## config.mk

```make
export PLATFORM = sky130hd
export DESIGN_NAME = mewma_lane
export DESIGN_NICKNAME = d
export VERILOG_FILES = /design/src/rtl/core/multi_axis_ewma_torque_limit_monitor_top_macros.svh /design/src/rtl/core/mewma_pkg.sv /design/src/rtl/core/mewma_lane.sv
export SDC_FILE = /design/constraint.sdc
export NUM_CORES = 2
export LEC_CHECK = 0
export CAP_MARGIN = 10
export CORE_AREA = 2 2 233 258
export CTS_BUF_LIST = sky130_fd_sc_hd__clkbuf_4 sky130_fd_sc_hd__clkbuf_8
export DETAILED_ROUTE_END_ITERATION = 8
export DIE_AREA = 0 0 235 260
export DONT_BUFFER_PORTS = 1
export PLACE_DENSITY = 0.74
export SLEW_MARGIN = 40
export SYNTH_ARGS = -nofsm -noshare
export SYNTH_HDL_FRONTEND = slang
export SYNTH_SLANG_ARGS = --single-unit
```

## constraint.sdc

```tcl
create_clock -name clk_i -period 16 [get_ports clk_i]
set_input_delay 3.2 -clock clk_i [delete_from_list [all_inputs] [get_ports clk_i]]
set_output_delay 3.2 -clock clk_i [all_outputs]
set_load 0.01 [all_outputs]
```

## src/rtl/core/multi_axis_ewma_torque_limit_monitor_top_macros.svh

```systemverilog
// assertion helpers shared by the monitor rtl
`ifndef MULTI_AXIS_EWMA_TORQUE_LIMIT_MONITOR_TOP_MACROS_SVH
`define MULTI_AXIS_EWMA_TORQUE_LIMIT_MONITOR_TOP_MACROS_SVH

// same-cycle implication
`define MEWMA_ASSERT_NOW(lbl, ante, cons, msg) \
  lbl: assert property (@(posedge clk_i) disable iff (!rst_ni) (ante) |-> (cons)) \
    else $error(msg);

// next-cycle implication
`define MEWMA_ASSERT_NEXT(lbl, ante, cons, msg) \
  lbl: assert property (@(posedge clk_i) disable iff (!rst_ni) (ante) |=> (cons)) \
    else $error(msg);

`endif

```

## src/rtl/core/mewma_pkg.sv

```systemverilog
package mewma_pkg;

  localparam int unsigned MAX_MOTORS      = 3;
  localparam int unsigned DEF_MOTOR_COUNT = 3;

  localparam int unsigned TORQUE_W = 16;
  localparam int unsigned ADJ_W    = 17;
  localparam int unsigned LIMIT_W  = 7;
  localparam int unsigned OFFSET_W = 16;
  localparam int unsigned ALPHA_W  = 17;
  localparam int unsigned SMOOTH_W = 32;
  localparam int unsigned CFG_IDX_W  = 2;
  localparam int unsigned CFG_DATA_W = 17;

  localparam logic [CFG_IDX_W-1:0] CFG_LIMIT  = 2'd0;
  localparam logic [CFG_IDX_W-1:0] CFG_OFFSET = 2'd1;
  localparam logic [CFG_IDX_W-1:0] CFG_ALPHA  = 2'd2;

  localparam logic [LIMIT_W-1:0]         LIMIT_RST  = 7'd100;
  localparam logic signed [OFFSET_W-1:0] OFFSET_RST = 16'sd0;
  localparam logic [ALPHA_W-1:0]         ALPHA_RST  = 17'd13107;
  localparam logic [ALPHA_W-1:0]         ALPHA_ONE  = 17'h10000;

  localparam logic CMD_TICK  = 1'b0;
  localparam logic CMD_CLEAR = 1'b1;

  typedef struct packed {
    logic ld1;
    logic ld2;
  } lane_ctrl_t;

endpackage

```

## src/rtl/core/mewma_lane.sv

```systemverilog
module mewma_lane (
  input  logic                                       clk_i,
  input  logic                                       rst_ni,
  input  mewma_pkg::lane_ctrl_t                      ctrl_i,
  input  logic                                       cmd_i,
  input  logic signed [mewma_pkg::TORQUE_W-1:0]      raw_i,
  input  logic                                       valid_i,
  input  logic                                       done_i,
  input  logic                                       moving_i,
  input  logic [mewma_pkg::ALPHA_W-1:0]              alpha_i,
  input  logic signed [mewma_pkg::OFFSET_W-1:0]      offset_i,
  input  logic [mewma_pkg::LIMIT_W-1:0]              limit_i,
  output logic signed [mewma_pkg::ADJ_W-1:0]         adj_o,
  output logic                                       trip_o,
  output logic                                       upd_o
);

  localparam int unsigned TW  = mewma_pkg::TORQUE_W;
  localparam int unsigned SW  = mewma_pkg::SMOOTH_W;
  localparam int unsigned AW  = mewma_pkg::ALPHA_W;
  localparam int unsigned P1W = AW + TW;
  localparam int unsigned P2W = AW + 1 + SW;
  localparam int unsigned FW  = SW + 2;

  // stage 1: new-reading product
  logic signed [AW:0]      alpha_s;
  logic signed [AW+TW:0]   prod1;
  logic signed [P1W-1:0]   p1_d, p1_q;
  logic signed [TW-1:0]    raw1_q;
  logic                    upd1_d, upd1_q;
  logic                    clr1_q;
  logic                    done1_q;

  assign alpha_s = signed'({1'b0, alpha_i});
  assign prod1   = (AW+TW+1)'(alpha_s) * (AW+TW+1)'(raw_i);
  assign p1_d    = prod1[P1W-1:0];
  assign upd1_d  = (cmd_i == mewma_pkg::CMD_TICK) && moving_i && valid_i;

  always_ff @(posedge clk_i) begin
    if (ctrl_i.ld1) begin
      p1_q    <= p1_d;
      raw1_q  <= raw_i;
      upd1_q  <= upd1_d;
      clr1_q  <= (cmd_i == mewma_pkg::CMD_CLEAR);
      done1_q <= done_i;
    end
  end

  // stage 2: average update
  logic [AW-1:0]           beta;
  logic signed [AW:0]      beta_s;
  logic signed [P2W-1:0]   prod2;
  logic signed [P2W-1:0]   prod2_rnd;
  logic signed [P1W-1:0]   decay;
  logic signed [P1W:0]     ewma;
  logic signed [SW-1:0]    s_d, s_q;
  logic                    pend_d, pend_q;
  logic                    upd2_q;
  logic                    done2_q;

  assign beta      = mewma_pkg::ALPHA_ONE - alpha_i;
  assign beta_s    = signed'({1'b0, beta});
  assign prod2     = P2W'(beta_s) * P2W'(s_q);
  assign prod2_rnd = prod2 + P2W'(32768);
  assign decay     = prod2_rnd[P1W+15:16];
  assign ewma      = (P1W+1)'(p1_q) + (P1W+1)'(decay);

  always_comb begin
    s_d    = s_q;
    pend_d = pend_q;
    if (ctrl_i.ld2) begin
      if (clr1_q) begin
        s_d    = '0;
        pend_d = 1'b1;
      end else if (upd1_q) begin
        pend_d = 1'b0;
        if (pend_q) begin
          s_d = signed'({raw1_q, 16'h0000});
        end else begin
          s_d = ewma[SW-1:0];
        end
      end
    end
  end

  always_ff @(posedge clk_i or negedge rst_ni) begin
    if (!rst_ni) begin
      s_q    <= '0;
      pend_q <= 1'b1;
    end else begin
      s_q    <= s_d;
      pend_q <= pend_d;
    end
  end

  always_ff @(posedge clk_i) begin
    if (ctrl_i.ld2) begin
      upd2_q  <= upd1_q;
      done2_q <= done1_q;
    end
  end

  // result from the updated average
  logic signed [FW-1:0]    full;
  logic signed [FW-1:0]    lim;
  logic signed [SW:0]      rsum;
  logic signed [AW-1:0]    rnd;
  logic signed [AW:0]      adj_full;

  assign full     = FW'(s_q) + FW'(signed'({offset_i, 16'h0000}));
  assign lim      = signed'({3'b000, limit_i, 24'h000000});
  assign trip_o   = upd2_q && !done2_q && ((full > lim) || (full < -lim));
  assign rsum     = (SW+1)'(s_q) + (SW+1)'(32768);
  assign rnd      = rsum[SW:16];
  assign adj_full = (AW+1)'(rnd) + (AW+1)'(offset_i);
  assign adj_o    = upd2_q ? adj_full[mewma_pkg::ADJ_W-1:0] : '0;
  assign upd_o    = upd2_q;

endmodule

```

# After elaboration in Yosys (flattened, before gate mapping)
# Cells that the tools add are included.
classes:
  addsub: 7
  mul: 2
  magnitude_cmp: 2
  mux: 6
  bitwise_logic: 1
  n_reduce_logical: 8
ops:
  columns: ["operator", "count"]
  rows:
  - ["$mux 32", 3]
  - ["$add 48x17->48 const B", 1]
  - ["$mul 18x32->48", 1]
  - ["$lt 33x34->1", 1]
  - ["$neg 31->34", 1]
  - ["$add 32x17->33 const B", 1]
  - ["$add 32x32->33", 1]
  - ["$gt 33x32->1", 1]
  - ["$add 32x32->32", 1]
  - ["$mul 18x16->32", 1]
  - ["$add 17x16->17", 1]
  - ["$mux 17", 1]
  - ["$sub 17x17->17 const A", 1]
  - ["$logic_and 1x1->1", 4]
  - ["$mux 1", 2]
  - ["$reduce_and 2->1", 1]
  - ["$reduce_bool 2->1", 1]
  - ["$logic_not 1->1", 1]
  - ["$logic_or 1x1->1", 1]
  - ["$not 1->1", 1]
word_totals:
  regBits: 86
  input_bits: 64
  out_inout_bits: 19
  word_cells: 35

# Depth between registers and ports, before layout
depth:
  ltp_word: 7
  mapped_depth: 39
  ltp_nobuf: 37

# Least setup slack after synthesis
# Ideal clock, no wire load.
synth_path:
  path_type: "input -> register"
  from: "input alpha_i[5] (netlist bit)"
  to: "register s_q[30]"
  setup_time_ns: 0.132
  t_arrival_ns: 11.750
  required_time_ns: 15.868
  slack_ns: 4.119
  path_stages: 37
  n_path_buf: 3
  cell_sequence: "buf_4 -> nor4_4 -> nand4_2 -> nor4_1 -> xnor2_1 -> clkbuf_1 -> nand2_1 -> fa_1 -> inv_1 -> fa_1 -> fa_1 -> fa_1 -> fa_1 -> inv_1 -> fa_1 -> inv_1 -> ha_1 -> buf_6 -> a21o_1 -> a21o_1 -> a2111oi_4 -> o21ai_2 -> or2_2 -> and3_1 -> o21ai_0 -> nand2b_1 -> xor2_1 -> ha_1 -> and3_1 -> a221o_1 -> nor3_1 -> a2111o_1 -> nand2_1 -> a31oi_1 -> o21ai_0 -> a21boi_0 -> o211ai_1"
synth_via:
  elab_chain_len: 7
synth_rtl:
  columns: ["element", "line", "text"]
  rows:
  - ["start, declared", "mewma_lane.sv:10", "input logic [mewma_pkg::ALPHA_W-1:0] alpha_i,"]
  - ["$sub 17x17->17", "mewma_lane.sv:61", "assign beta = mewma_pkg::ALPHA_ONE - alpha_i;"]
  - ["$mul 18x32->48", "mewma_lane.sv:63", "assign prod2 = P2W'(beta_s) * P2W'(s_q);"]
  - ["$add 48x17->48", "mewma_lane.sv:64", "assign prod2_rnd = prod2 + P2W'(32768);"]
  - ["$add 32x32->32", "mewma_lane.sv:66", "assign ewma = (P1W+1)'(p1_q) + (P1W+1)'(decay);"]
  - ["$mux 32", "mewma_lane.sv:77", "if (pend_q) begin"]
  - ["$mux 32", "mewma_lane.sv:75", "end else if (upd1_q) begin"]
  - ["$mux 32", "mewma_lane.sv:72", "if (clr1_q) begin"]
  - ["end signal, assigned", "mewma_lane.sv:88", "s_q <= '0;"]
  - ["end signal, assigned", "mewma_lane.sv:91", "s_q <= s_d;"]
  - ["end, declared", "mewma_lane.sv:56", "logic signed [SW-1:0] s_d, s_q;"]
# No other way between the ends. The select of a mux whose other input is x is not followed.
# A chain may end at the register's enable or synchronous reset.

# Worst setup path after layout
layout_path:
  from: "input alpha_i[4] (netlist bit)"
  to: "register s_q[30]"
# The elaborated chain is that of the path after synthesis.

==> impl_metrics.prom <==
# TYPE chip_impl_metric gauge
chip_impl_metric{name="post_cts_resized",unit=""} 0
chip_impl_metric{name="tritoncts_num_sinks",unit=""} 86
chip_impl_metric{name="fillerInstances",unit=""} 5047
chip_impl_metric{name="global_route.overflow_total",unit=""} 0
chip_impl_metric{name="cts_buffers",unit=""} 9
chip_impl_metric{name="grt_pass1_vias",unit=""} 27577
chip_impl_metric{name="finalHoldViolations",unit=""} 0
chip_impl_info{name="outcome",value="complete, no violations"} 1
chip_impl_metric{name="dp_worst_setup_slack",unit="ns"} 3.32
chip_impl_metric{name="post-route-drc-count",unit=""} 0
chip_impl_metric{name="synth-adder-area-share",unit="%"} 53.5
chip_impl_metric{name="worstMarginPinSlew",unit="ns"} 0.820
chip_impl_info{name="crit_start",value="alpha_i[4]"} 1
chip_impl_info{name="crit_path_end_kind",value="flip-flop"} 1
chip_impl_info{name="cell_types_with_the_highest_counts_after_synthesis",value="inv_1 (899), fa_1 (719), nand2_1 (570)"} 1
chip_impl_info{name="synth.top_cells.by_area",value="fa_1 (41%), ha_1 (12%), inv_1 (9.7%)"} 1
chip_impl_metric{name="syn_to_final_growth",unit="%"} 2.52
chip_impl_metric{name="setup-tns-final",unit="ns"} 0
chip_impl_metric{name="maxClockFrequency",unit="GHz"} 0.0805
chip_impl_metric{name="synth_cell_type_count",unit=""} 92
chip_impl_info{name="timing.setup.critical_path_class",value="primary input to flip-flop"} 1
chip_impl_info{name="timing.critical_path.from_type",value="primary input"} 1
chip_impl_metric{name="max-cap-violations",unit=""} 0
chip_impl_metric{name="cp_num_buf_inv",unit=""} 4
chip_impl_metric{name="die_ht",unit="um"} 260
chip_impl_info{name="grt_setup_unrepaired",value="false"} 1
chip_impl_metric{name="synth_mux_area_share",unit="%"} 0.151
chip_impl_metric{name="timing.final.max_slew_violations",unit=""} 0
chip_impl_metric{name="post_synth_instance_area",unit="um2"} 34800
chip_impl_info{name="critical_path_cell_with_the_highest_stage_delay",value="fa_1"} 1
chip_impl_metric{name="fp.dieArea",unit="um2"} 61100
chip_impl_metric{name="clock-skew-final",unit="ns"} 0.0167
chip_impl_info{name="cts_tree",value="built"} 1
chip_impl_metric{name="cts.reportedPaths.clkPinSlew",unit="ns"} 0.10
chip_impl_info{name="dominant_combinational_cell_family_by_area_after_synthesis",value="adder cells"} 1
chip_impl_info{name="hold_wc_path_type",value="flip-flop to flip-flop"} 1
chip_impl_metric{name="chipWidth",unit="um"} 235
chip_impl_info{name="cts_root_buffer",value="clkbuf_8"} 1
chip_impl_metric{name="hold_buffers",unit=""} 0
chip_impl_info{name="synth_top_area_cell",value="fa_1"} 1
chip_impl_info{name="most_frequent_cell_on_critical_path",value="fa_1"} 1
chip_impl_metric{name="fp.coreArea",unit="um2"} 58300
chip_impl_metric{name="via_count",unit=""} 25820
chip_impl_info{name="worst_r2r_endpoint",value="s_q[30]"} 1
chip_impl_metric{name="ant_nets",unit=""} 0
chip_impl_metric{name="async_s_r_ff_share_synth",unit="%"} 38.4
chip_impl_metric{name="grt_start_max_net_pins",unit=""} 52
chip_impl_metric{name="reg2reg_depth",unit=""} 30
chip_impl_metric{name="htree_levels",unit=""} 3
chip_impl_metric{name="synth_compound_gate_area_share",unit="%"} 7.32
chip_impl_metric{name="synth_sequential_area_ratio",unit="%"} 6.94
chip_impl_metric{name="yosysWarningCount",unit=""} 0
chip_impl_metric{name="dpl.hpwl",unit="mm"} 67.7
chip_impl_info{name="yosys_most_used_dff",value="edfxtp_1"} 1
chip_impl_metric{name="layout-drive-gt1-share",unit="%"} 3.09
chip_impl_metric{name="drt_pre_antenna_iters",unit=""} 5
chip_impl_metric{name="avgViaCountPerCell",unit=""} 5.63
chip_impl_metric{name="gp_weighted_congestion",unit=""} 0.932
chip_impl_metric{name="cts_buffer_depth",unit=""} 2
chip_impl_metric{name="hold-path-cell-count",unit=""} 0
chip_impl_metric{name="postSynthRegisterBits",unit=""} 86
chip_impl_metric{name="postCtsSetupBuffers",unit=""} 0
chip_impl_metric{name="gr-usage-all-layers",unit="%"} 29.5
chip_impl_metric{name="postSynthAreaPerCell",unit="um2"} 8.82
chip_impl_metric{name="cp.arrival",unit="ns"} 12.70
chip_impl_metric{name="timing.critical_path.required",unit="ns"} 16.28
chip_impl_metric{name="finalNetCount",unit=""} 4940
chip_impl_metric{name="initial_core_util",unit="%"} 59.8
chip_impl_info{name="yosys.cell_count.top_type",value="inv_1"} 1
chip_impl_metric{name="reg_to_reg_slack_setup",unit="ns"} 7.02
chip_impl_metric{name="worst_slew_margin_rel",unit="%"} 45.3
chip_impl_metric{name="synthesis.instances",unit=""} 3952
chip_impl_metric{name="post_synthesis_simple_gate_area_fraction",unit="%"} 16.4
chip_impl_metric{name="rows",unit=""} 93
chip_impl_metric{name="grt_pass1_wl",unit="mm"} 143
chip_impl_metric{name="worst_path_largest_cell_delay",unit="ns"} 0.58
chip_impl_metric{name="route.final.wire_length",unit="mm"} 85.7
chip_impl_metric{name="critical_path_depth",unit=""} 35
chip_impl_metric{name="period_share",unit="%"} 77.6
chip_impl_metric{name="io_buffers",unit=""} 0
chip_impl_metric{name="clock_latency",unit="ns"} 0.40
chip_impl_metric{name="drt_iter0_drc",unit=""} 1610
chip_impl_info{name="endpoint",value="s_q[30]"} 1
chip_impl_metric{name="post-route-worst-setup-slack",unit="ns"} 3.58
chip_impl_info{name="r2r-start",value="s_q[17]"} 1
chip_impl_info{name="timing.critical_path.max_delay_family",value="adder cells"} 1
chip_impl_metric{name="num_io_pins",unit=""} 83
chip_impl_metric{name="hold_slack",unit="ns"} 0.456
chip_impl_metric{name="antenna_found_initial",unit=""} 2
chip_impl_metric{name="timing.final.setup_violations",unit=""} 0
chip_impl_metric{name="synth_largest_type_area_fraction",unit="%"} 41.3
chip_impl_metric{name="syn-num-nets",unit=""} 5075
chip_impl_metric{name="post_layout_minimum_cycle_time",unit="ns"} 12.42
chip_impl_metric{name="drt-wirelength-per-cell",unit="um"} 18.7
chip_impl_metric{name="xor_xnor_fraction_of_synth_area",unit="%"} 3.85
chip_impl_metric{name="number_of_enable_flip_flop_cells_after_synthesis",unit=""} 53
chip_impl_metric{name="worstPathMaxFanout",unit=""} 32
cell usage in the layout (no fill, tap or decap), types with 44 or more instances in the layout:
cell	n
nand2_1	570
edfxtp_1	53
inv_1	899
ha_1	340
xor2_1	44
and2_1	286
xnor2_1	94
nor2b_1	47
a21oi_1	98
o21ai_0	75
nor2_1	94
fa_1	719
cell families after synthesis:
kind of cell	count (synthesis)
AOI/OAI and AO/OA	380
and+or+nand+nor	1180
DFF	86
adders and majority gates	1059
buffers and inverters	1089
muxes	5
xor gates and xnor gates	153
sequential cells by signal, indices dropped and copies added, names as in the netlist:
| signal | count |
|---|---|
| raw1_q | 16 |
| clr1_q | 1 |
| upd1_q | 1 |
| s_q | 32 |
| pend_q | 1 |
| p1_q | 32 |
| done1_q | 1 |
| done2_q | 1 |
| upd_o | 1 |
routing by layer:
metal | wire (um) | track usage, % | up-vias
met5 | 0 | 0 | -
li1 | - | - | 11667
met3 | 6550 | 4.26 | 212
met2 | 41600 | 50.6 | 1002
met4 | 3410 | 10.9 | 0
met1 | 34200 | 38.4 | 12939
through the flow:
step                      utilization, %  std cells  area [um2]
after floorplan                        -       3952       34800
after global placement              60.9       4566       35500
after detailed placement            60.9       4566       35500
after CTS                           61.3       4582       35700
after global routing                61.3       4583       35700
final                               61.3       4583       35700
how the worst min path moves through the flow:
stage / from / end
after floorplan: done1_q / done2_q
after global placement: done1_q / done2_q
after detailed placement: done1_q / done2_q
after CTS: done1_q / done2_q
after global routing: done1_q / done2_q
final: done1_q / done2_q
cell type report:
cell class                      instances  area [um2]  share of cell area [%]
Tap cell                              760         951                    2.66
Sequential cell                        86        2430                    6.79
Inverter                              901        3380                    9.47
Clock buffer                            9         124                   0.347
Multi-Input combinational cell       2777       28500                    79.6
Timing Repair Buffer                   42         315                   0.883
Antenna cell                            1        2.50                 0.00700
Clock inverter                          7        70.1                   0.196
Power is not shown: default switching activity piles up to over one toggle a cycle in this logic, so the estimate is an artifact.
