### config.mk
export PLATFORM = sky130hd
export DESIGN_NAME = mewma_merge_flat
export DESIGN_NICKNAME = d
export VERILOG_FILES = /design/src/rtl/core/multi_axis_ewma_torque_limit_monitor_top_macros.svh /design/src/rtl/core/mewma_pkg.sv /design/src/rtl/core/mewma_out_if.sv /design/src/rtl/core/mewma_merge.sv /design/src/flat_wrapper.sv
export SDC_FILE = /design/constraint.sdc
export NUM_CORES = 1
export LEC_CHECK = 0
export BUFFER_PORTS_ARGS = -buffer_cell sky130_fd_sc_hd__buf_2
export CORE_UTILIZATION = 30
export CTS_CLUSTER_SIZE = 40
export DETAILED_ROUTE_END_ITERATION = 7
export PLACE_DENSITY = 0.6
export SYNTH_ARGS = -nofsm -noshare
export SYNTH_HDL_FRONTEND = slang
export SYNTH_SLANG_ARGS = --single-unit
### constraint.sdc
create_clock -name clk_i -period 2.67 [get_ports clk_i]
set_input_delay 0.1335 -clock clk_i [delete_from_list [all_inputs] [get_ports clk_i]]
set_output_delay 0.1335 -clock clk_i [all_outputs]
set_load 0.01 [all_outputs]
### src/rtl/core/multi_axis_ewma_torque_limit_monitor_top_macros.svh
// assertion helpers shared by the monitor rtl
`ifndef MULTI_AXIS_EWMA_TORQUE_LIMIT_MONITOR_TOP_MACROS_SVH
`define MULTI_AXIS_EWMA_TORQUE_LIMIT_MONITOR_TOP_MACROS_SVH

// same-cycle implication
`define MEWMA_ASSERT_NOW(lbl, ante, cons, msg) \
  lbl: assert property (@(posedge clk_i) disable iff (!rst_ni) (ante) |-> (cons)) \
    else $error(msg);

// next-cycle implication
`define MEWMA_ASSERT_NEXT(lbl, ante, cons, msg) \
  lbl: assert property (@(posedge clk_i) disable iff (!rst_ni) (ante) |=> (cons)) \
    else $error(msg);

`endif

### src/rtl/core/mewma_pkg.sv
package mewma_pkg;

  localparam int unsigned MAX_MOTORS      = 3;
  localparam int unsigned DEF_MOTOR_COUNT = 3;

  localparam int unsigned TORQUE_W = 16;
  localparam int unsigned ADJ_W    = 17;
  localparam int unsigned LIMIT_W  = 7;
  localparam int unsigned OFFSET_W = 16;
  localparam int unsigned ALPHA_W  = 17;
  localparam int unsigned SMOOTH_W = 32;
  localparam int unsigned CFG_IDX_W  = 2;
  localparam int unsigned CFG_DATA_W = 17;

  localparam logic [CFG_IDX_W-1:0] CFG_LIMIT  = 2'd0;
  localparam logic [CFG_IDX_W-1:0] CFG_OFFSET = 2'd1;
  localparam logic [CFG_IDX_W-1:0] CFG_ALPHA  = 2'd2;

  localparam logic [LIMIT_W-1:0]         LIMIT_RST  = 7'd100;
  localparam logic signed [OFFSET_W-1:0] OFFSET_RST = 16'sd0;
  localparam logic [ALPHA_W-1:0]         ALPHA_RST  = 17'd13107;
  localparam logic [ALPHA_W-1:0]         ALPHA_ONE  = 17'h10000;

  localparam logic CMD_TICK  = 1'b0;
  localparam logic CMD_CLEAR = 1'b1;

  typedef struct packed {
    logic ld1;
    logic ld2;
  } lane_ctrl_t;

endpackage

### src/rtl/core/mewma_out_if.sv
interface mewma_out_if;
  logic                                  valid;
  logic                                  ready;
  logic                                  limit_exceeded;
  logic signed [mewma_pkg::ADJ_W-1:0]    adjusted_torque_a;
  logic signed [mewma_pkg::ADJ_W-1:0]    adjusted_torque_b;
  logic signed [mewma_pkg::ADJ_W-1:0]    adjusted_torque_c;
  logic [mewma_pkg::MAX_MOTORS-1:0]      adjusted_valid_mask;

  modport source (
    output valid, limit_exceeded, adjusted_torque_a, adjusted_torque_b,
           adjusted_torque_c, adjusted_valid_mask,
    input  ready
  );

  modport sink (
    input  valid, limit_exceeded, adjusted_torque_a, adjusted_torque_b,
           adjusted_torque_c, adjusted_valid_mask,
    output ready
  );
endinterface

### src/rtl/core/mewma_merge.sv
module mewma_merge (
  input  logic                                     clk_i,
  input  logic                                     rst_ni,
  input  logic                                     valid_i,
  output logic                                     ready_o,
  input  logic signed [mewma_pkg::ADJ_W-1:0]       adj_i [mewma_pkg::MAX_MOTORS],
  input  logic [mewma_pkg::MAX_MOTORS-1:0]         trip_i,
  input  logic [mewma_pkg::MAX_MOTORS-1:0]         upd_i,
  mewma_out_if.source                              out_o
);

  logic                                    valid_q;
  logic                                    ld;
  logic                                    limit_q;
  logic signed [mewma_pkg::ADJ_W-1:0]      adj_q [mewma_pkg::MAX_MOTORS];
  logic [mewma_pkg::MAX_MOTORS-1:0]        mask_q;

  assign ready_o = !valid_q || out_o.ready;
  assign ld      = valid_i && ready_o;

  always_ff @(posedge clk_i or negedge rst_ni) begin
    if (!rst_ni) begin
      valid_q <= 1'b0;
    end else if (ready_o) begin
      valid_q <= valid_i;
    end
  end

  always_ff @(posedge clk_i) begin
    if (ld) begin
      limit_q <= |trip_i;
      adj_q   <= adj_i;
      mask_q  <= upd_i;
    end
  end

  assign out_o.valid               = valid_q;
  assign out_o.limit_exceeded      = limit_q;
  assign out_o.adjusted_torque_a   = adj_q[0];
  assign out_o.adjusted_torque_b   = adj_q[1];
  assign out_o.adjusted_torque_c   = adj_q[2];
  assign out_o.adjusted_valid_mask = mask_q;

endmodule

### src/flat_wrapper.sv
// flat-port wrapper written by rule: the top's interface ports become plain ports
module mewma_merge_flat 
  (clk_i, rst_ni, valid_i, ready_o, adj_i, trip_i, upd_i, out_o_valid, out_o_limit_exceeded, out_o_adjusted_torque_a, out_o_adjusted_torque_b, out_o_adjusted_torque_c, out_o_adjusted_valid_mask, out_o_ready);
  mewma_out_if out_o_i ();
  input  logic clk_i;
  input  logic rst_ni;
  input  logic valid_i;
  output logic ready_o;
  input  logic signed [mewma_pkg::ADJ_W-1:0] adj_i[mewma_pkg::MAX_MOTORS];
  input  logic [mewma_pkg::MAX_MOTORS-1:0] trip_i;
  input  logic [mewma_pkg::MAX_MOTORS-1:0] upd_i;
  output wire logic [$bits(out_o_i.valid)-1:0] out_o_valid;
  output wire logic [$bits(out_o_i.limit_exceeded)-1:0] out_o_limit_exceeded;
  output wire logic [$bits(out_o_i.adjusted_torque_a)-1:0] out_o_adjusted_torque_a;
  output wire logic [$bits(out_o_i.adjusted_torque_b)-1:0] out_o_adjusted_torque_b;
  output wire logic [$bits(out_o_i.adjusted_torque_c)-1:0] out_o_adjusted_torque_c;
  output wire logic [$bits(out_o_i.adjusted_valid_mask)-1:0] out_o_adjusted_valid_mask;
  input wire logic [$bits(out_o_i.ready)-1:0] out_o_ready;
  assign out_o_valid = out_o_i.valid;
  assign out_o_limit_exceeded = out_o_i.limit_exceeded;
  assign out_o_adjusted_torque_a = out_o_i.adjusted_torque_a;
  assign out_o_adjusted_torque_b = out_o_i.adjusted_torque_b;
  assign out_o_adjusted_torque_c = out_o_i.adjusted_torque_c;
  assign out_o_adjusted_valid_mask = out_o_i.adjusted_valid_mask;
  assign out_o_i.ready = out_o_ready;
  mewma_merge u_core (.clk_i(clk_i), .rst_ni(rst_ni), .valid_i(valid_i), .ready_o(ready_o), .adj_i(adj_i), .trip_i(trip_i), .upd_i(upd_i), .out_o(out_o_i));
endmodule
; ---- Yosys cells after proc, flatten, opt, wreduce, memory -nomap -nowiden
; Cells that the tools add are included.
[classes]
n_reduce_logical = 4
n_shift = 0
bitwise_logic = 0
n_addsub = 0
mux = 0
eq_ne = 0
div_mod_pow = 0
n_lt_le_gt_ge = 0
mul = 0
[op_table]
columns = cell, n
row1 = OR reduction 3 bit, 1
row2 = logical AND 1 bit, 1
row3 = zero test 1 bit, 1
row4 = logical OR 1 bit, 1
[word_totals]
latchBits = 0
elab_cells = 10
register_bits = 56
memories = 0
rom_bits = 0
out_inout_bits = 57
mem_bits_rw = 0

; ---- Longest topological paths before layout
; Gate-level depths: netlist (run 1).
[depth]
depth_word = 3
ltp_mapped = 2
ltp_nobuf = 2

; ---- Worst setup path after synthesis (run 1)
; OpenSTA, ideal clock, no wires.
[synth_timing]
path_kind = reg2reg
startpoint = reg u_core.valid_q, in the netlist u_core.out_o.valid
endpoint = reg u_core.adj_q, in the netlist u_core.out_o.adjusted_torque_a[0], enable pin
required_time_ps = 2252
stages_incl_launch_ff = 3
period_less_slack_ps = 2270
arrival_ps = 1852
path_buffers = 0
slack_ps = 400
path_cell_list = dfrtp_1 -> nand2b_4 -> and2_1
[synth_between]
elab_chain_cells = 3
[synth_lines]
columns = item, line_no
row1 = from (decl), mewma_merge.sv:12  ; logic valid_q;
row2 = from (signal assigned), mewma_merge.sv:25  ; valid_q <= valid_i;
row3 = zero test 1 bit, mewma_merge.sv:18  ; assign ready_o = !valid_q || out_o.ready;
row4 = logical OR 1 bit, mewma_merge.sv:18
row5 = named net ready_o, flat_wrapper.sv:8  ; output logic ready_o;
row6 = logical AND 1 bit, mewma_merge.sv:19  ; assign ld = valid_i && ready_o;
row7 = named net u_core.ld, mewma_merge.sv:13  ; logic ld;
row8 = to (signal assigned), mewma_merge.sv:32  ; adj_q <= adj_i;
row9 = to (decl), mewma_merge.sv:15  ; logic signed [mewma_pkg::ADJ_W-1:0] adj_q [mewma_pkg::MAX_MOTORS];
; The timed path passes the listed nets, and every way through them passes these cells.
; A chain may end at the register's enable or synchronous reset.

; ---- Worst setup path after layout (run 1)
[layout_timing]
startpoint = reg u_core.valid_q, in the netlist u_core.out_o.valid
endpoint = reg u_core.adj_q, in the netlist u_core.out_o.adjusted_torque_a[8], enable pin
[layout_between]
elab_chain_cells = 3
[layout_lines]
columns = item, line_no
row1 = zero test 1 bit, mewma_merge.sv:18
row2 = logical OR 1 bit, mewma_merge.sv:18
row3 = logical AND 1 bit, mewma_merge.sv:19
row4 = named net u_core.ld, mewma_merge.sv:13
; The timed path passes the listed nets, and every way through them passes these cells.

==> results.py, run 1 <==
metrics = {
    "placed_design": {
        "gp_congestion": 0.656,
        "portBuffers": 117,
        "dp_hpwl_um": 2450,
    },
    "sta": {
        "finalSetupTns_ps": 0,
        "tightestPinTransition_ps": 358,
        "finalCritPeriodShare_pct": 58.6,
        "finalSetupViolCount": 0,
        "maxSlewViolCount": 0,
        "slew_headroom_pct": 76.1,
        "grt_setup_unrepaired": "false",
        "max_clock_freq_ghz": 0.639,
        "finalHoldViolCount": 0,
        "fin_crit_ps": 1570,
        "fin_skew_ps": 6.25,
    },
    "pwr": {
        "leakage_uw": 0.00129,
        "fin_total_pwr_uw": 1770,
        "peakVddDrop_mv": 0.328,
        "powerDensity_nw_per_um2": 581,
    },
    "worst_setup_path": {
        "worstPathRequired_ps": 2650,
        "end_kind": "flip-flop",
        "cp.arrival_ps": 1550,
        "critPathKind": "flip-flop to flip-flop",
        "critPathMaxFanout": 24,
        "worstSetupStartpointType": "flip-flop",
    },
    "layout": {
        "nFillCells": 442,
        "antenna-diode-count": 0,
        "layout.nets": 300,
        "multi_input_area_sq_um": 33.8,
        "register_area_sq_um": 1680,
        "drive_gt1_share_pct": 53.3,
        "area_growth_pct": 77.8,
    },
    "clock_tree": {
        "cts_root_buffer": "clkbuf_8",
        "cts_inserted_buffers": 5,
        "cts_resized": 0,
        "cts_max_path_buffers": 2,
        "cts-htree-levels": 2,
        "clkLatencyLatePin_ps": 300,
        "cts_tree": "built",
        "cts.sinks": 56,
        "cts.clk_slew.worst_paths_ps": 90,
    },
    "die": {
        "die_x_um": 77.5,
        "rows": 27,
        "io-pin-count": 118,
        "die_area_sq_um": 6000,
        "initial_utilization_pct": 31.0,
        "die_h_um": 77.5,
        "coreArea_sq_um": 5510,
    },
    "global_routing": {
        "antenna_found_initial": 0,
        "grt_pass1_vias": 1288,
        "grt_pass1_wl_um": 5990,
        "grt_max_degree": 25,
        "gr-usage-all-layers_pct": 13.5,
        "grt_overflow": 0,
    },
    "status": {
        "outcome": "finished clean",
    },
    "detailed_routing": {
        "drt_iter0_drc": 31,
        "postRouteAntennaNets": 0,
        "wire_per_inst_um": 13.0,
        "remaining_drc_errors": 0,
        "finalWirelength_um": 4060,
        "dr.pass1.iters": 4,
        "via_per_inst": 4.01,
        "vias": 1250,
    },
    "min_path": {
        "hold_class": "primary input to flip-flop",
    },
    "logic_synthesis": {
        "ys_seq_area_share_pct": 98.1,
        "synth.avg_cell_area_sq_um": 28.5,
        "ys_ff_latch": 56,
        "synthCells": 60,
        "synth.distinct_cells": 6,
        "synth.net_count": 121,
        "synth-warning-count": 0,
        "syn_area_sq_um": 1710,
    },
    "flow_run": {
        "max_cap_viol_count": 0,
    },
}
-- repair_timing --
action,4_1_cts,5_1_grt
endpoints found under the hold margin,45,8
setup buffers,0,0
hold buffers,45,8
-- cells by family (layout without fill, tap and decap cells) --
kind of cell / count (synthesis) / count (layout) / synth area share (%)
buffers and inverters: 0 / 180 / 0
DFF: 56 / 56 / 98.1
and+or+nand+nor: 4 / 4 / 1.90
-- Yosys cell counts --
library cell	instances	area, sq um
and2_1	1	6.26
edfxtp_1	55	1650
or3_1	1	6.26
nand2b_4	1	13.8
nand2b_1	1	6.26
dfrtp_1	1	25.0
-- power by group --
group	internal, uW	leakage [uW]	switching, uW
registers	1020	0.000533	11.7
logic	116	0.000706	86.0
clock network	279	0.0000552	253
-- stage by stage --
step | util [%] | area [sq um] | hold slack [ps] | cells | worst slack, ps
floorplan | - | 1710 | -162 | 60 | 400
global placement | 43.6 | 2400 | -88.5 | 251 | 1130
detailed placement | 43.6 | 2400 | -88.4 | 251 | 1100
CTS | 53.7 | 2960 | 0.862 | 304 | 1090
global route | 55.2 | 3040 | 2.02 | 312 | 1040
finish | 55.2 | 3040 | 15.1 | 312 | 1100
-- routing by layer --
metal / global-route usage, % / routed length, um / up-vias
li1: - / - / 594
met1: 14.4 / 1460 / 575
met2: 22.2 / 2020 / 74
met3: 7.18 / 506 / 7
met4: 5.85 / 68 / 0
met5: 0 / 0 / -
-- state kept, by name (all words and copies together) (netlist names) --
name and count:
u_core.out_o.limit_exceeded 1, u_core.out_o.adjusted_torque_a 17, u_core.out_o.valid 1, u_core.out_o.adjusted_torque_b 17
u_core.out_o.adjusted_valid_mask 3, u_core.out_o.adjusted_torque_c 17
-- layout by cell type (no fill, tap or decap) --
cell | synthesis | final
and2_2 | 0 | 1
buf_2 | 0 | 117
buf_4 | 0 | 2
bufinv_16 | 0 | 1
clkbuf_1 | 0 | 1
clkbuf_8 | 0 | 5
clkinv_2 | 0 | 1
dfrtp_1 | 1 | 1
dlygate4sd3_1 | 0 | 53
edfxtp_1 | 55 | 55
nand2b_1 | 1 | 1
nand2b_4 | 1 | 1
or3_1 | 1 | 1
-- worst paths after layout --
check | from | endpoint | slack [ps] | depth (start not counted)
min reg2reg | u_core.out_o.valid$_DFFE_PN0P_ | u_core.out_o.valid$_DFFE_PN0P_ | 550 | 2
max in group asynchronous | rst_ni | u_core.out_o.valid$_DFFE_PN0P_ | 2430 | 2
max reg2reg | u_core.out_o.valid$_DFFE_PN0P_ | u_core.out_o.adjusted_torque_a[8]$_DFFE_PP_ | 1100 | 3
min in group asynchronous | rst_ni | u_core.out_o.valid$_DFFE_PN0P_ | 150 | 2
max | u_core.out_o.valid$_DFFE_PN0P_ | u_core.out_o.adjusted_torque_a[8]$_DFFE_PP_ | 1100 | 3
min | adj_i[22] | u_core.out_o.adjusted_torque_b[5]$_DFFE_PP_ | 20 | 1
-- area by class of cell --
class,count,area share (%)
clock inverters,2,1.15
clock buffers,6,2.39
repair buffers,172,37.2
multi-input cells,4,1.11
well taps,72,2.96
flip-flops and latches,56,55.2
-- critical path, stage by stage, from the launching register on --
cell and delay [ps]:
dfrtp_1 410, nand2b_4 80, and2_2 370, buf_4 380
No activity file was read; power rests on OpenSTA's default activity.
==> inputs of run 2 (changes only) <==
- ABC_AREA: unset -> 1
- clock period: 2.67 -> 1.6 ns (I/O delays scaled with it)
==> results.py, run 2 <==
metrics = {
    "global_routing": {
        "grt_max_degree": 56,
        "grt_pass1_vias": 1343,
        "antenna_found_initial": 0,
        "grt_overflow": 0,
        "grt_pass1_wl_um": 6130,
        "gr-usage-all-layers_pct": 13.8,
    },
    "logic_synthesis": {
        "synth-edff-count": 55,
        "syn_area_sq_um": 1710,
        "ys_seq_area_share_pct": 98.2,
        "synth.net_count": 125,
        "synthTopCellsByCount": "edfxtp_1, inv_1, nand2_1",
        "synth.avg_cell_area_sq_um": 26.7,
        "yosysMostFrequentCell": "edfxtp_1",
        "yosysTopAreaCell": "edfxtp_1",
        "yosysTopAreaCellShare_pct": 96.7,
        "synth_flop_cell": "edfxtp_1",
        "synth.distinct_cells": 6,
        "async_reset_ff_share_pct": 1.79,
        "synth-warning-count": 0,
        "synthCells": 64,
        "ys_ff_latch": 56,
        "synth_area_leaders": "edfxtp_1, dfrtp_1, inv_1",
    },
    "sta": {
        "finalHoldViolCount": 0,
        "slew_headroom_pct": 81.0,
        "maxSlewViolCount": 0,
        "finalCritPeriodShare_pct": 78.0,
        "fin_crit_ps": 1250,
        "fin_skew_ps": 5.47,
        "grt_setup_unrepaired": "false",
        "max_clock_freq_ghz": 0.802,
        "finalSetupViolCount": 0,
        "tightestPinTransition_ps": 286,
    },
    "worst_setup_path": {
        "worstSetupStartpointType": "flip-flop",
        "cp.arrival_ps": 1230,
        "critPathKind": "flip-flop to flip-flop",
        "critPathMaxFanout": 55,
        "worstPathRequired_ps": 1590,
        "end_kind": "flip-flop",
    },
    "clock_tree": {
        "cts.clk_slew.worst_paths_ps": 100,
        "cts.sinks": 56,
        "cts_root_buffer": "clkbuf_8",
        "cts_inserted_buffers": 5,
        "cts_max_path_buffers": 2,
        "cts-htree-levels": 2,
        "cts_tree": "built",
        "clkLatencyLatePin_ps": 300,
        "cts_setup_buffers": 0,
        "cts_resized": 0,
    },
    "flow_run": {
        "max_cap_viol_count": 0,
    },
    "die": {
        "initial_utilization_pct": 31.0,
        "rows": 27,
        "coreArea_sq_um": 5510,
        "die_h_um": 77.5,
        "io-pin-count": 118,
        "die_x_um": 77.5,
        "die_area_sq_um": 6000,
    },
    "layout": {
        "final_common_cell": "buf_2",
        "final-instance-count-excl-fill": 318,
        "drive_gt1_share_pct": 52.0,
        "final_util_pct": 55.7,
        "mostFrequentLayoutCells": "buf_2, dlygate4sd3_1, edfxtp_1",
        "postLayoutCellArea_sq_um": 3070,
        "antenna-diode-count": 0,
        "layout.nets": 306,
        "area_growth_pct": 79.6,
    },
    "detailed_routing": {
        "drt_iter0_drc": 29,
        "remaining_drc_errors": 0,
        "via_per_inst": 3.96,
        "dr.pass1.iters": 4,
        "finalWirelength_um": 4070,
        "wire_per_inst_um": 12.8,
        "vias": 1258,
        "postRouteAntennaNets": 0,
    },
    "pwr": {
        "peakVddDrop_mv": 0.548,
        "leakage_uw": 0.00131,
        "powerDensity_nw_per_um2": 925,
        "fin_total_pwr_uw": 2840,
    },
    "status": {
        "outcome": "finished clean",
    },
    "min_path": {
        "hold_class": "primary input to flip-flop",
    },
    "placed_design": {
        "dp_cells": 254,
        "gp_congestion": 0.690,
        "placed_area_sq_um": 2420,
        "portBuffers": 117,
    },
}
-- run 2: changes by cell type in the layout (fill, tap and decap cells not counted), sizes merged --
cell	delta
dlygate4sd3	+3
clkbuf	-1
nand2	+3
bufinv	-1
nand2b	-2
and2	-1
clkinv	+1
or3	-1
inv	+4
nor2	+1
a21oi	+1
buf	-1
-- run 2: per-stage QoR --
stage / setup slack (ps) / hold WS [ps] / TNS [ps]
global placement: 389 / -142 / 0
finish: 352 / 24.7 / 0
floorplan: -208 / -216 / -11420
detailed placement: 374 / -143 / 0
global route: 297 / 22.4 / 0
CTS: 357 / 8.06 / 0
-- run 2: critical path: stages, from the launching register on --
cell,delay (ps)
dfrtp_2,440
a21oi_4,180
buf_12,300
-- run 2: final cells by class --
type | count | area [sq um]
clock buffer | 5 | 68.8
inverter | 3 | 11.3
fill | 442 | 2440
timing repair buffer | 174 | 1170
sequential | 56 | 1680
multi-input combinational | 5 | 31.3
tap | 72 | 90.1
clock inverter | 3 | 22.5
-- run 2: where the power goes --
group          switching, uW  internal [uW]  total, uW  leakage [uW]
Clock                    450            314        765     0.0000485
Sequential              19.1           1710       1720      0.000532
Combinational            149            199        348      0.000729
-- run 2: logic make-up after synthesis --
family,count (synthesis),synth area share [%]
buffers and inverters,3,0.659
flip-flops,56,98.2
AO/OA/AOI/OAI,1,0.293
AND/OR/NAND/NOR,4,0.879
-- run 2: per-layer routing --
metal | part of all wire, % | global-route usage [%]
met2 | 50 | 24.6
met3 | 11 | 6.82
met4 | 1.1 | 5.66
met5 | 0 | 0
met1 | 37 | 13.6
-- run 2: final timing paths --
kind / startpoint / endpoint / slack, ps / depth (start not counted)
setup / recovery: u_core.out_o.valid$_DFFE_PN0P_ / u_core.out_o.adjusted_torque_a[7]$_DFFE_PP_ / 350 / 2
hold reg to reg: u_core.out_o.valid$_DFFE_PN0P_ / u_core.out_o.valid$_DFFE_PN0P_ / 600 / 2
setup reg to reg: u_core.out_o.valid$_DFFE_PN0P_ / u_core.out_o.adjusted_torque_a[7]$_DFFE_PP_ / 350 / 2
max in group asynchronous: rst_ni / u_core.out_o.valid$_DFFE_PN0P_ / 1420 / 2
min in group asynchronous: rst_ni / u_core.out_o.valid$_DFFE_PN0P_ / 90 / 2
hold / removal: trip_i[1] / u_core.out_o.limit_exceeded$_DFFE_PP_ / 20 / 3
-- run 2: timing repair --
action,CTS,global route
hold buffers,56,0
endpoints found under the setup margin,0,0
hold endpoints to repair,56,0
